## src/rtl/bmlc_pkg.sv

```systemverilog
// Shared widths, register indexes and types of the bounding-box motion liveness check.
package bmlc_pkg;

  localparam int COORD_BITS     = 13;
  localparam int SIZE_BITS      = COORD_BITS - 1;
  localparam int CENTRE_BITS    = COORD_BITS + 2;
  localparam int DIFF_BITS      = CENTRE_BITS + 1;
  localparam int ABS_BITS       = CENTRE_BITS;
  localparam int SQ_BITS        = 2 * ABS_BITS;
  localparam int SUM_BITS       = SQ_BITS + 1;
  localparam int DIST_BITS      = SUM_BITS + 6;

  localparam int BOUND_BITS     = 16;
  localparam int BOUND_SQ_BITS  = 2 * BOUND_BITS;
  localparam int CMP_BITS       = (DIST_BITS > BOUND_SQ_BITS) ? DIST_BITS : BOUND_SQ_BITS;

  localparam int IN_DATA_BITS   = 2 * COORD_BITS + 2 * SIZE_BITS;
  localparam int IN_TDATA_BITS  = ((IN_DATA_BITS + 7) / 8) * 8;
  localparam int OUT_TDATA_BITS = 8;

  localparam int CFG_IDX_BITS   = 1;
  localparam logic [CFG_IDX_BITS-1:0] CFG_MIN_SHIFT = 1'd0;
  localparam logic [CFG_IDX_BITS-1:0] CFG_MAX_SHIFT = 1'd1;

  localparam logic [BOUND_BITS-1:0] MIN_SHIFT_RESET = 16'd32;
  localparam logic [BOUND_BITS-1:0] MAX_SHIFT_RESET = 16'd1600;

  typedef struct packed {
    logic moved;
    logic jumped;
  } step_flags_t;

endpackage

```

## src/rtl/bmlc_cfg_regs.sv

```systemverilog
// Bound registers, held squared so that the per-box test needs no further multiply.
module bmlc_cfg_regs
  import bmlc_pkg::*;
(
  input  logic                     clk,
  input  logic                     rst_n,
  input  logic                     cfg_we,
  input  logic [CFG_IDX_BITS-1:0]  cfg_index,
  input  logic [BOUND_BITS-1:0]    cfg_data,
  output logic [BOUND_SQ_BITS-1:0] min_sq,
  output logic [BOUND_SQ_BITS-1:0] max_sq
);

  localparam logic [BOUND_SQ_BITS-1:0] MIN_SQ_RESET =
    BOUND_SQ_BITS'(MIN_SHIFT_RESET) * BOUND_SQ_BITS'(MIN_SHIFT_RESET);
  localparam logic [BOUND_SQ_BITS-1:0] MAX_SQ_RESET =
    BOUND_SQ_BITS'(MAX_SHIFT_RESET) * BOUND_SQ_BITS'(MAX_SHIFT_RESET);

  logic [BOUND_SQ_BITS-1:0] data_sq;
  logic [BOUND_SQ_BITS-1:0] min_sq_r, min_sq_nxt;
  logic [BOUND_SQ_BITS-1:0] max_sq_r, max_sq_nxt;

  assign data_sq = BOUND_SQ_BITS'(cfg_data) * BOUND_SQ_BITS'(cfg_data);

  always_comb begin
    min_sq_nxt = min_sq_r;
    max_sq_nxt = max_sq_r;
    if (cfg_we) begin
      case (cfg_index)
        CFG_MIN_SHIFT: min_sq_nxt = data_sq;
        CFG_MAX_SHIFT: max_sq_nxt = data_sq;
        default: ;
      endcase
    end
  end

  always_ff @(posedge clk) begin
    if (!rst_n) begin
      min_sq_r <= MIN_SQ_RESET;
      max_sq_r <= MAX_SQ_RESET;
    end else begin
      min_sq_r <= min_sq_nxt;
      max_sq_r <= max_sq_nxt;
    end
  end

  assign min_sq = min_sq_r;
  assign max_sq = max_sq_r;

endmodule

```

## src/rtl/bmlc_shift_calc.sv

```systemverilog
// Doubled box centre and squared centre shift tested against the squared bounds.
module bmlc_shift_calc
  import bmlc_pkg::*;
(
  input  logic [COORD_BITS-1:0]    box_left,
  input  logic [COORD_BITS-1:0]    box_top,
  input  logic [SIZE_BITS-1:0]     box_width,
  input  logic [SIZE_BITS-1:0]     box_height,
  input  logic [CENTRE_BITS-1:0]   prev_x2,
  input  logic [CENTRE_BITS-1:0]   prev_y2,
  input  logic [BOUND_SQ_BITS-1:0] min_sq,
  input  logic [BOUND_SQ_BITS-1:0] max_sq,
  output logic [CENTRE_BITS-1:0]   centre_x2,
  output logic [CENTRE_BITS-1:0]   centre_y2,
  output step_flags_t              flags
);

  logic [DIFF_BITS-1:0] dx, dy, dx_abs, dy_abs;
  logic [SQ_BITS-1:0]   sq_x, sq_y;
  logic [SUM_BITS-1:0]  sum_sq;
  logic [CMP_BITS-1:0]  shift_sq, min_cmp, max_cmp;

  assign centre_x2 = {box_left[COORD_BITS-1], box_left, 1'b0}
                   + {{(CENTRE_BITS-SIZE_BITS){1'b0}}, box_width};
  assign centre_y2 = {box_top[COORD_BITS-1], box_top, 1'b0}
                   + {{(CENTRE_BITS-SIZE_BITS){1'b0}}, box_height};

  assign dx = {centre_x2[CENTRE_BITS-1], centre_x2} - {prev_x2[CENTRE_BITS-1], prev_x2};
  assign dy = {centre_y2[CENTRE_BITS-1], centre_y2} - {prev_y2[CENTRE_BITS-1], prev_y2};

  assign dx_abs = dx[DIFF_BITS-1] ? (~dx + 1'b1) : dx;
  assign dy_abs = dy[DIFF_BITS-1] ? (~dy + 1'b1) : dy;

  assign sq_x = dx_abs[ABS_BITS-1:0] * dx_abs[ABS_BITS-1:0];
  assign sq_y = dy_abs[ABS_BITS-1:0] * dy_abs[ABS_BITS-1:0];

  assign sum_sq   = {1'b0, sq_x} + {1'b0, sq_y};
  assign shift_sq = CMP_BITS'({sum_sq, 6'b0});
  assign min_cmp  = CMP_BITS'(min_sq);
  assign max_cmp  = CMP_BITS'(max_sq);

  assign flags.moved  = (shift_sq >= min_cmp);
  assign flags.jumped = (shift_sq > max_cmp);

endmodule

```

## src/rtl/bbox_motion_liveness_check.sv

```systemverilog
// Top level of the bounding-box motion liveness check.
// Takes one face box per transaction and gives one verdict on the box that carries
// in_tlast. Each box is registered, its centre shift is squared and tested against the bounds
// in one pass, and the verdict lands in an output register. A box can be accepted every
// cycle; the input stalls only while a last box waits behind a verdict that has not been
// taken. out_tvalid rises once an accepted last box has passed the input register and its
// verdict sits in the output register. Bound writes take effect in the next cycle.
module bbox_motion_liveness_check
  import bmlc_pkg::*;
(
  input  logic                      clk,
  input  logic                      rst_n,
  input  logic                      in_tvalid,
  output logic                      in_tready,
  // box_left, box_top, box_width, box_height, zero padding
  input  logic [IN_TDATA_BITS-1:0]  in_tdata,
  input  logic                      in_tlast,
  output logic                      out_tvalid,
  input  logic                      out_tready,
  // live, boxes_seen, zero padding
  output logic [OUT_TDATA_BITS-1:0] out_tdata,
  input  logic                      cfg_we,
  input  logic [CFG_IDX_BITS-1:0]   cfg_index,
  input  logic [BOUND_BITS-1:0]     cfg_data
);

  localparam int TOP_LSB    = COORD_BITS;
  localparam int WIDTH_LSB  = 2 * COORD_BITS;
  localparam int HEIGHT_LSB = 2 * COORD_BITS + SIZE_BITS;

  logic [BOUND_SQ_BITS-1:0] min_sq, max_sq;
  logic [CENTRE_BITS-1:0]   centre_x2, centre_y2;
  step_flags_t              flags;

  logic                     s1_valid_r, s1_valid_nxt;
  logic                     s1_last_r;
  logic [IN_DATA_BITS-1:0]  s1_data_r;
  logic                     s1_fire;

  logic [CENTRE_BITS-1:0]   prev_x2_r, prev_x2_nxt;
  logic [CENTRE_BITS-1:0]   prev_y2_r, prev_y2_nxt;
  logic                     have_prev_r, have_prev_nxt;
  logic                     moved_r, moved_nxt;
  logic                     jumped_r, jumped_nxt;

  logic                     out_valid_r, out_valid_nxt;
  logic                     live_r, live_nxt;
  logic                     seen_r, seen_nxt;

  logic                     moved_acc, jumped_acc;

  bmlc_cfg_regs u_cfg (
    .clk       (clk),
    .rst_n     (rst_n),
    .cfg_we    (cfg_we),
    .cfg_index (cfg_index),
    .cfg_data  (cfg_data),
    .min_sq    (min_sq),
    .max_sq    (max_sq)
  );

  bmlc_shift_calc u_calc (
    .box_left   (s1_data_r[COORD_BITS-1:0]),
    .box_top    (s1_data_r[TOP_LSB +: COORD_BITS]),
    .box_width  (s1_data_r[WIDTH_LSB +: SIZE_BITS]),
    .box_height (s1_data_r[HEIGHT_LSB +: SIZE_BITS]),
    .prev_x2    (prev_x2_r),
    .prev_y2    (prev_y2_r),
    .min_sq     (min_sq),
    .max_sq     (max_sq),
    .centre_x2  (centre_x2),
    .centre_y2  (centre_y2),
    .flags      (flags)
  );

  assign s1_fire   = s1_valid_r && (!s1_last_r || !out_valid_r || out_tready);
  assign in_tready = !s1_valid_r || s1_fire;

  assign moved_acc  = moved_r  || (have_prev_r && flags.moved);
  assign jumped_acc = jumped_r || (have_prev_r && flags.jumped);

  always_comb begin
    s1_valid_nxt  = s1_valid_r;
    prev_x2_nxt   = prev_x2_r;
    prev_y2_nxt   = prev_y2_r;
    have_prev_nxt = have_prev_r;
    moved_nxt     = moved_r;
    jumped_nxt    = jumped_r;
    out_valid_nxt = out_valid_r && !out_tready;
    live_nxt      = live_r;
    seen_nxt      = seen_r;

    if (in_tready) begin
      s1_valid_nxt = in_tvalid;
    end

    if (s1_fire) begin
      if (s1_last_r) begin
        // emit the verdict and clear the sequence
        out_valid_nxt = 1'b1;
        live_nxt      = have_prev_r && moved_acc && !jumped_acc;
        seen_nxt      = have_prev_r;
        prev_x2_nxt   = '0;
        prev_y2_nxt   = '0;
        have_prev_nxt = 1'b0;
        moved_nxt     = 1'b0;
        jumped_nxt    = 1'b0;
      end else begin
        prev_x2_nxt   = centre_x2;
        prev_y2_nxt   = centre_y2;
        have_prev_nxt = 1'b1;
        moved_nxt     = moved_acc;
        jumped_nxt    = jumped_acc;
      end
    end
  end

  always_ff @(posedge clk) begin
    if (!rst_n) begin
      s1_valid_r  <= 1'b0;
      prev_x2_r   <= '0;
      prev_y2_r   <= '0;
      have_prev_r <= 1'b0;
      moved_r     <= 1'b0;
      jumped_r    <= 1'b0;
      out_valid_r <= 1'b0;
    end else begin
      s1_valid_r  <= s1_valid_nxt;
      prev_x2_r   <= prev_x2_nxt;
      prev_y2_r   <= prev_y2_nxt;
      have_prev_r <= have_prev_nxt;
      moved_r     <= moved_nxt;
      jumped_r    <= jumped_nxt;
      out_valid_r <= out_valid_nxt;
    end
  end

  always_ff @(posedge clk) begin
    if (in_tready && in_tvalid) begin
      s1_data_r <= in_tdata[IN_DATA_BITS-1:0];
      s1_last_r <= in_tlast;
    end
    live_r <= live_nxt;
    seen_r <= seen_nxt;
  end

  assign out_tvalid = out_valid_r;
  assign out_tdata  = {{(OUT_TDATA_BITS-2){1'b0}}, seen_r, live_r};

  a_live_needs_pair: assert property (@(posedge clk) disable iff (!rst_n)
    out_valid_r |-> (!live_r || seen_r))
    else $error("live verdict without a pair of boxes");

  a_clear_after_last: assert property (@(posedge clk) disable iff (!rst_n)
    (s1_fire && s1_last_r) |=> (!have_prev_r && !moved_r && !jumped_r))
    else $error("sequence state not cleared after last box");

  a_no_verdict_overwrite: assert property (@(posedge clk) disable iff (!rst_n)
    (s1_fire && s1_last_r) |-> !(out_valid_r && !out_tready))
    else $error("verdict overwritten while stalled");

  a_stall_only_when_full: assert property (@(posedge clk) disable iff (!rst_n)
    !in_tready |-> (s1_valid_r && s1_last_r && out_valid_r))
    else $error("input stalled without a pending verdict");

endmodule

```

## config.mk

```make
export PLATFORM = sky130hd
export DESIGN_NAME = bbox_motion_liveness_check
export DESIGN_NICKNAME = d
export VERILOG_FILES = /design/src/rtl/bmlc_pkg.sv /design/src/rtl/bmlc_cfg_regs.sv /design/src/rtl/bmlc_shift_calc.sv /design/src/rtl/bbox_motion_liveness_check.sv
export SDC_FILE = /design/constraint.sdc
export NUM_CORES = 2
export LEC_CHECK = 0
export ABC_AREA = 1
export BUFFER_PORTS_ARGS = -buffer_cell sky130_fd_sc_hd__buf_4
export CORE_MARGIN = 2
export CORE_UTILIZATION = 45
export DETAILED_ROUTE_END_ITERATION = 8
export GPL_ROUTABILITY_DRIVEN = 0
export PLACE_DENSITY = 0.61
export SLEW_MARGIN = 15
export SYNTH_ARGS = -nofsm -noshare
export SYNTH_HDL_FRONTEND = slang
export SYNTH_SLANG_ARGS = --single-unit
```

## constraint.sdc

```tcl
create_clock -name clk -period 16 [get_ports clk]
set_clock_uncertainty 0.1 [all_clocks]
set_input_delay 0.8 -clock clk [delete_from_list [all_inputs] [get_ports clk]]
set_output_delay 0.8 -clock clk [all_outputs]
set_load 0.005 [all_outputs]
```

# Yosys cells after proc, flatten, opt, wreduce, memory -nomap -nowiden

Index checks and enable logic that the tools add are counted.

Order comparisons: 2
Muxes and demuxes: 9
Bitwise operators: 3
Reductions and logical operators: 20
Add/sub/neg operators: 7
Multipliers: 3

Operators with widths:

| kind                                                            | number |
|---|---|
| 15-bit by 15-bit multiplier with 30-bit output                  | 2 |
| 15-bit 2-to-1 mux                                               | 4 |
| 37-bit by 32-bit >= comparator with 1-bit output                | 1 |
| 37-bit by 32-bit greater-than comparator with 1-bit output      | 1 |
| 16-bit by 16-bit multiplier with 32-bit output                  | 1 |
| 15-bit by 15-bit subtractor with 16-bit output                  | 2 |
| 30-bit by 30-bit adder with 31-bit output                       | 1 |
| 14-bit by 13-bit adder with 15-bit output                       | 2 |
| 15-bit by 1-bit adder with 15-bit output, second input constant | 2 |
| 15-bit inverter                                                 | 2 |
| 1-bit logical AND                                               | 7 |
| 2-bit AND reduction                                             | 3 |
| 1-bit logical NOT                                               | 5 |
| 1-bit logical OR                                                | 5 |
| 1-bit 2-to-1 mux                                                | 5 |
| 1-bit inverter                                                  | 1 |

Flip-flop bits (word level): 152
Output and inout port bits: 10

# Longest topological paths before layout

Depth in word-level cells: 12
Mapped depth: 72

# By module

Synthesis repeated with hierarchy kept, for this count alone.

Cell total of the unflattened synthesis: 3949
Area total of the unflattened synthesis: 30839.6 µm²

By module, submodules not included:

| module                     | area each (µm²) | cells an instance | times used | sequential area each (µm²) |
|---|---|---|---|---|
| bmlc_shift_calc            | 17357.9         | 2245              | 1          | 0.0 |
| bmlc_cfg_regs              | 10533.9         | 1475              | 1          | 1241.2 |
| bbox_motion_liveness_check | 2947.8          | 229               | 1          | 2292.2 |

# Least setup slack after synthesis

OpenSTA, ideal clock, no wires.

Path kind: reg2reg
From: register s1_data_r[0]
To: register live_r (data pin)
Period minus slack after synthesis: 11.291 ns
Arrival: 10.937 ns
Buffers on the path: 1
Setup time: 0.254 ns
Cell stages (with the launch flop): 66
Setup slack: 4.709 ns
Cell sequence: edfxtp_1 ha_1 inv_1 fa_1 nand3b_1 and2_1 nor2_1 o21ai_0 nand2_1 a21oi_1 o21bai_1 a21oi_1 o21bai_1 nand2_1 nand2_1 nand2_1 xor2_1 inv_1 [30 not listed] nand2_1 nand2_1 a31oi_1 o21ai_1 inv_1 o21ai_0 xor2_1 ha_1 nand2_1 nor2_1 a2111oi_0 nand2_1 nand2_1 nand2_1 nand2_1 nand3_2 a21oi_2 nor2_1

Longest elaborated chain between the ends: 12
Elaborated cells on any way between the ends: 16

Ends and longest elaborated chain:

| what                                                                                                                                  | line                                                               | text |
|---|---|---|
| from (decl)                                                                                                                           | bbox_motion_liveness_check.sv:37                                   | `logic [IN_DATA_BITS-1:0] s1_data_r;` |
| from (signal assigned)                                                                                                                | bbox_motion_liveness_check.sv:140                                  | `s1_data_r <= in_tdata[IN_DATA_BITS-1:0];` |
| 14-bit by 13-bit adder with 15-bit output *                                                                                           | bmlc_shift_calc.sv:24                                              | `+ {{(CENTRE_BITS-SIZE_BITS){1'b0}}, box_width};` |
| 15-bit by 15-bit subtractor with 16-bit output *                                                                                      | bmlc_shift_calc.sv:28                                              | `assign dx = {centre_x2[CENTRE_BITS-1], centre_x2} - {prev_x2[CENTRE_BITS-1], prev_x2};` |
| 15-bit inverter                                                                                                                       | bmlc_shift_calc.sv:31                                              | `assign dx_abs = dx[DIFF_BITS-1] ? (~dx + 1'b1) : dx;` |
| 15-bit by 1-bit adder with 15-bit output                                                                                              | bmlc_shift_calc.sv:31                                              |  |
| 15-bit 2-to-1 mux *                                                                                                                   | bmlc_shift_calc.sv:31                                              |  |
| 15-bit by 15-bit multiplier with 30-bit output *                                                                                      | bmlc_shift_calc.sv:34                                              | `assign sq_x = dx_abs[ABS_BITS-1:0] * dx_abs[ABS_BITS-1:0];` |
| 30-bit by 30-bit adder with 31-bit output *                                                                                           | bmlc_shift_calc.sv:37                                              | `assign sum_sq = {1'b0, sq_x} + {1'b0, sq_y};` |
| 37-bit by 32-bit >= comparator with 1-bit output / 37-bit by 32-bit greater-than comparator with 1-bit output (equally long branches) | bmlc_shift_calc.sv:42, bmlc_shift_calc.sv:43                       |  |
| 1-bit logical AND (on tied branches)                                                                                                  | bbox_motion_liveness_check.sv:79, bbox_motion_liveness_check.sv:80 |  |
| 1-bit logical OR (on tied branches)                                                                                                   | bbox_motion_liveness_check.sv:79, bbox_motion_liveness_check.sv:80 |  |
| 1-bit logical AND / 1-bit logical NOT (equally long branches)                                                                         | bbox_motion_liveness_check.sv:101                                  | `live_nxt = have_prev_r && moved_acc && !jumped_acc;` |
| 1-bit logical AND *                                                                                                                   | bbox_motion_liveness_check.sv:101                                  |  |
| to (signal assigned)                                                                                                                  | bbox_motion_liveness_check.sv:143                                  | `live_r <= live_nxt;` |
| to (decl)                                                                                                                             | bbox_motion_liveness_check.sv:47                                   | `logic live_r, live_nxt;` |

Mark *: on every way between the ends. The rest lies on a longest branch, timed or not.
A chain may end at the register's enable or synchronous reset.

# Final worst setup path

Same ends and word-level chain as after synthesis.

==> impl_results.rst <==
.. list-table::
   :header-rows: 1

   * - Metric
     - Value
   * - IO Pins
     - 89
   * - Clock latency reported for the late side of the worst-skew pair
     - 470 ps
   * - Area grow syn2layout
     - 6.496%
   * - Startpoint of the worst setup timing path
     - s1_data_r[0]
   * - Number of buffers added on ports
     - 76
   * - Overall Global Routing Usage
     - 20.21%
   * - X dimension of the die
     - 260.9 µm
   * - Via-per-instance ratio
     - ~4.7
   * - Maximum buffer depth of the clock tree
     - 2
   * - Number of H-tree levels
     - 4
   * - Number of buffers inserted during clock tree synthesis
     - 17
   * - Area of all placed cells without fillers
     - 0.03163 mm²
   * - Number of warnings reported in the yosys synthesis log
     - 0
   * - Number of nets in the layout
     - 4562
   * - Crit end category
     - register
   * - Distinct cell type count of the synthesized netlist
     - 58
   * - Maximum number of pins on one net before global-route repair
     - 45
   * - Setup TNS
     - 0 ps
   * - Storage cell area
     - 0.003533 mm²
   * - Initial antenna violation count
     - 1
   * - Actual slew at the worst max-slew pin
     - 856.3 ps
   * - Mux share of post-synthesis cell area
     - 0%
   * - Most common flop cell mapped by yosys
     - dfxtp_1
   * - Parity-gate share of the synthesized area counting xor and xnor cells
     - between 3 and 4%
   * - Required time worst endpoint
     - 16120 ps
   * - Fraction of the mapped netlist area in compound gates
     - between 7 and 8%
   * - Remaining global-route overflow
     - 0
   * - Max capacitance violation total
     - 0
   * - Die area
     - between 0.06 and 0.07 mm²
   * - Multi-input combinational cell area
     - roughly 0.022 mm²
   * - Post_cts resized
     - 0
   * - Number of iterations in the first detailed-routing pass
     - 5
   * - Finish-stage setup viols
     - 0
   * - Total number of vias
     - 21250
   * - Clock tree from TritonCTS
     - yes
   * - First-iteration detailed-routing DRC count
     - 852
   * - Effective utilization at floorplan
     - 45.34%
   * - Worst Path Arrival
     - 13550 ps
   * - Netlist area before placement
     - 0.02970 mm²
   * - Share of the synthesized area in the top cell type
     - around 34%
   * - Count of mapped cells out of synthesis
     - roughly 3600
   * - Synth area leader
     - fa_1
   * - Relative slew slack
     - a little over two fifths
   * - N_diodes
     - 0
   * - Worst-case reg-to-reg path depth
     - 64
   * - Adder-cell share of the synthesized area
     - 49.05%
   * - Main combinational cell family by area after synthesis
     - adder cells
   * - Critical-path top delay cell
     - fa_1
   * - Root buffer cell
     - clkbuf_16
   * - Buf+Inv Stages, Crit Path
     - 11
   * - Share of synthesized area occupied by flip-flops and latches
     - a little under an eighth
   * - Wire length reported by the detailed router
     - 63.29 mm
   * - Period utilization
     - 83.94%
   * - Clk sinks
     - 150
   * - Most common cell in the synthesized netlist
     - inv_1
   * - Critical path fanouts, max
     - 14
   * - Maximum achievable frequency
     - 0.07446 GHz
   * - Number of design rule violations left after detail routing
     - 0
   * - Global-route wire length before repair
     - around 110 mm
   * - Worst Hold Class
     - reg2reg
   * - Worst R2R Start
     - s1_data_r[0]
   * - Crit Path Class
     - reg2reg
   * - Crit path max-delay family
     - adder cells
   * - CTS hold repair buffers
     - 0
   * - Clock slew at reported path FFs
     - approximately 70 ps
   * - Share of synthesized registers carrying an async set or reset
     - 0%
   * - Result of the run
     - finished clean
   * - Crit path launch type
     - register
   * - Setup fix buffers added after clock tree synthesis
     - 0
   * - Share of post-route cells with drive strength above 1
     - 6.417%
   * - Source of the worst hold timing path
     - prev_y2_r[13]
   * - Number of global-route vias before repair
     - 22630
   * - Setup repair after global routing missed its margin
     - false
   * - Synth area leaders
     - fa_1 34%, ha_1 15%, inv_1 13%, dfxtp_1 6.5%, nand2_1 6.3%
   * - Die extent in y
     - about 260 µm
   * - Final count of pins violating max slew
     - 0
   * - Cell area after placement
     - 0.03108 mm²
   * - Cell with the most instances on the worst path
     - nand2_1
   * - Total of fill cells in the finished design
     - 6507
   * - CORE AREA
     - 0.06551 mm²
   * - Site row count
     - 94
   * - Min Clock Period, post-route
     - between 10000 and 15000 ps
   * - Simple-gate portion of the synthesized area
     - around an eighth
   * - Largest stage delay on the critical path
     - approximately 570 ps
   * - Syn_area_per_cell
     - 8.262 µm²
   * - Detailed-placement wirelength estimate
     - ~55 mm
   * - Commonest cells in the synthesized netlist
     - 1035 x inv_1, 499 x fa_1, 495 x nand2_1
   * - Number of synthesized register bits
     - 150
   * - WL/cell
     - 14.08 µm
   * - Post-synth EDFFs
     - 53
   * - Hold Crit Depth
     - 2
   * - Logic depth of the worst setup path including buffers
     - 64
   * - Number of antenna-violating nets in the routed design
     - 0
   * - Final hold violation count
     - 0
==> cells in the final DEF, fill, tap and decap left out, types with 20 or more instances in the layout <==
cell type,count
inv_1,1034
ha_1,366
a21oi_1,195
nor2_1,242
o21ai_0,86
nand2_1,495
xnor2_1,36
buf_4,95
fa_1,499
o21bai_1,20
xor2_1,68
dfxtp_1,97
edfxtp_1,53
nand3_1,73
nand2_2,22
==> registers in the layout, indices dropped and copies added, names as in the netlist <==
name and cells:
moved_r 1, jumped_r 1, out_tvalid 1, live_r 1, s1_last_r 1, s1_data_r 50, seen_r 1, u_cfg.min_sq 31
prev_y2_r 15, u_cfg.max_sq 31, prev_x2_r 15, have_prev_r 1, s1_valid_r 1
==> cells by family (layout without fill, tap and decap cells) <==
logic type	Yosys count	after routing
simple gates	928	928
other cells	1	6
xor+xnor	110	110
buf+inv	1154	1185
fa+ha+maj	865	865
flops	150	150
compound gates	387	387
==> cell type report <==
class / count / area share (%)
clock inverters: 13 / 0.3521
repair buffers: 95 / 2.255
well taps: 864 / 3.418
inverters: 1058 / 12.56
clock buffers: 19 / 1.400
flip-flops and latches: 150 / 11.17
multi-input cells: 2296 / 68.84
==> stage by stage <==
stage	hold slack, ps	utilization [%]	setup slack [ps]	std cells
global route	381.8	48.28	1479	4495
floorplan	340.9	-	4709	3600
CTS	365.5	48.28	2469	4495
finish	361.6	48.28	2569	4495
global placement	348.5	47.44	2537	4463
detailed placement	356.0	47.44	2506	4463
==> per-layer routing <==
metal	vias to the layer above	track usage [%]	part of all wire (%)
met5	-	0	0.021
met4	2	5.111	2.1
met3	90	2.399	3.1
met2	321	34.73	48
met1	10060	27.14	47
li1	10780	-	-
==> path summary, 6_finish.rpt <==
kind	slack [ps]	end
worst max register to register	2570	live_r
worst min-delay path	360	prev_y2_r[13]
worst max-delay path	2570	live_r
worst min register to register	360	prev_y2_r[13]
==> worst reg2reg max path: cells and delay by family, from the launching register on <==
| family | cells | cell delay, ps |
|---|---|---|
| xor gates and xnor gates | 2 | 420 |
| AOI/OAI and AO/OA | 12 | 2230 |
| buffers and inverters | 11 | 1210 |
| and+or+nand+nor | 26 | 3380 |
| adders and majority gates | 13 | 5520 |
| DFF | 1 | 340 |
Power is not shown: default switching activity piles up to over one toggle a cycle in this logic, so the estimate is an artifact.
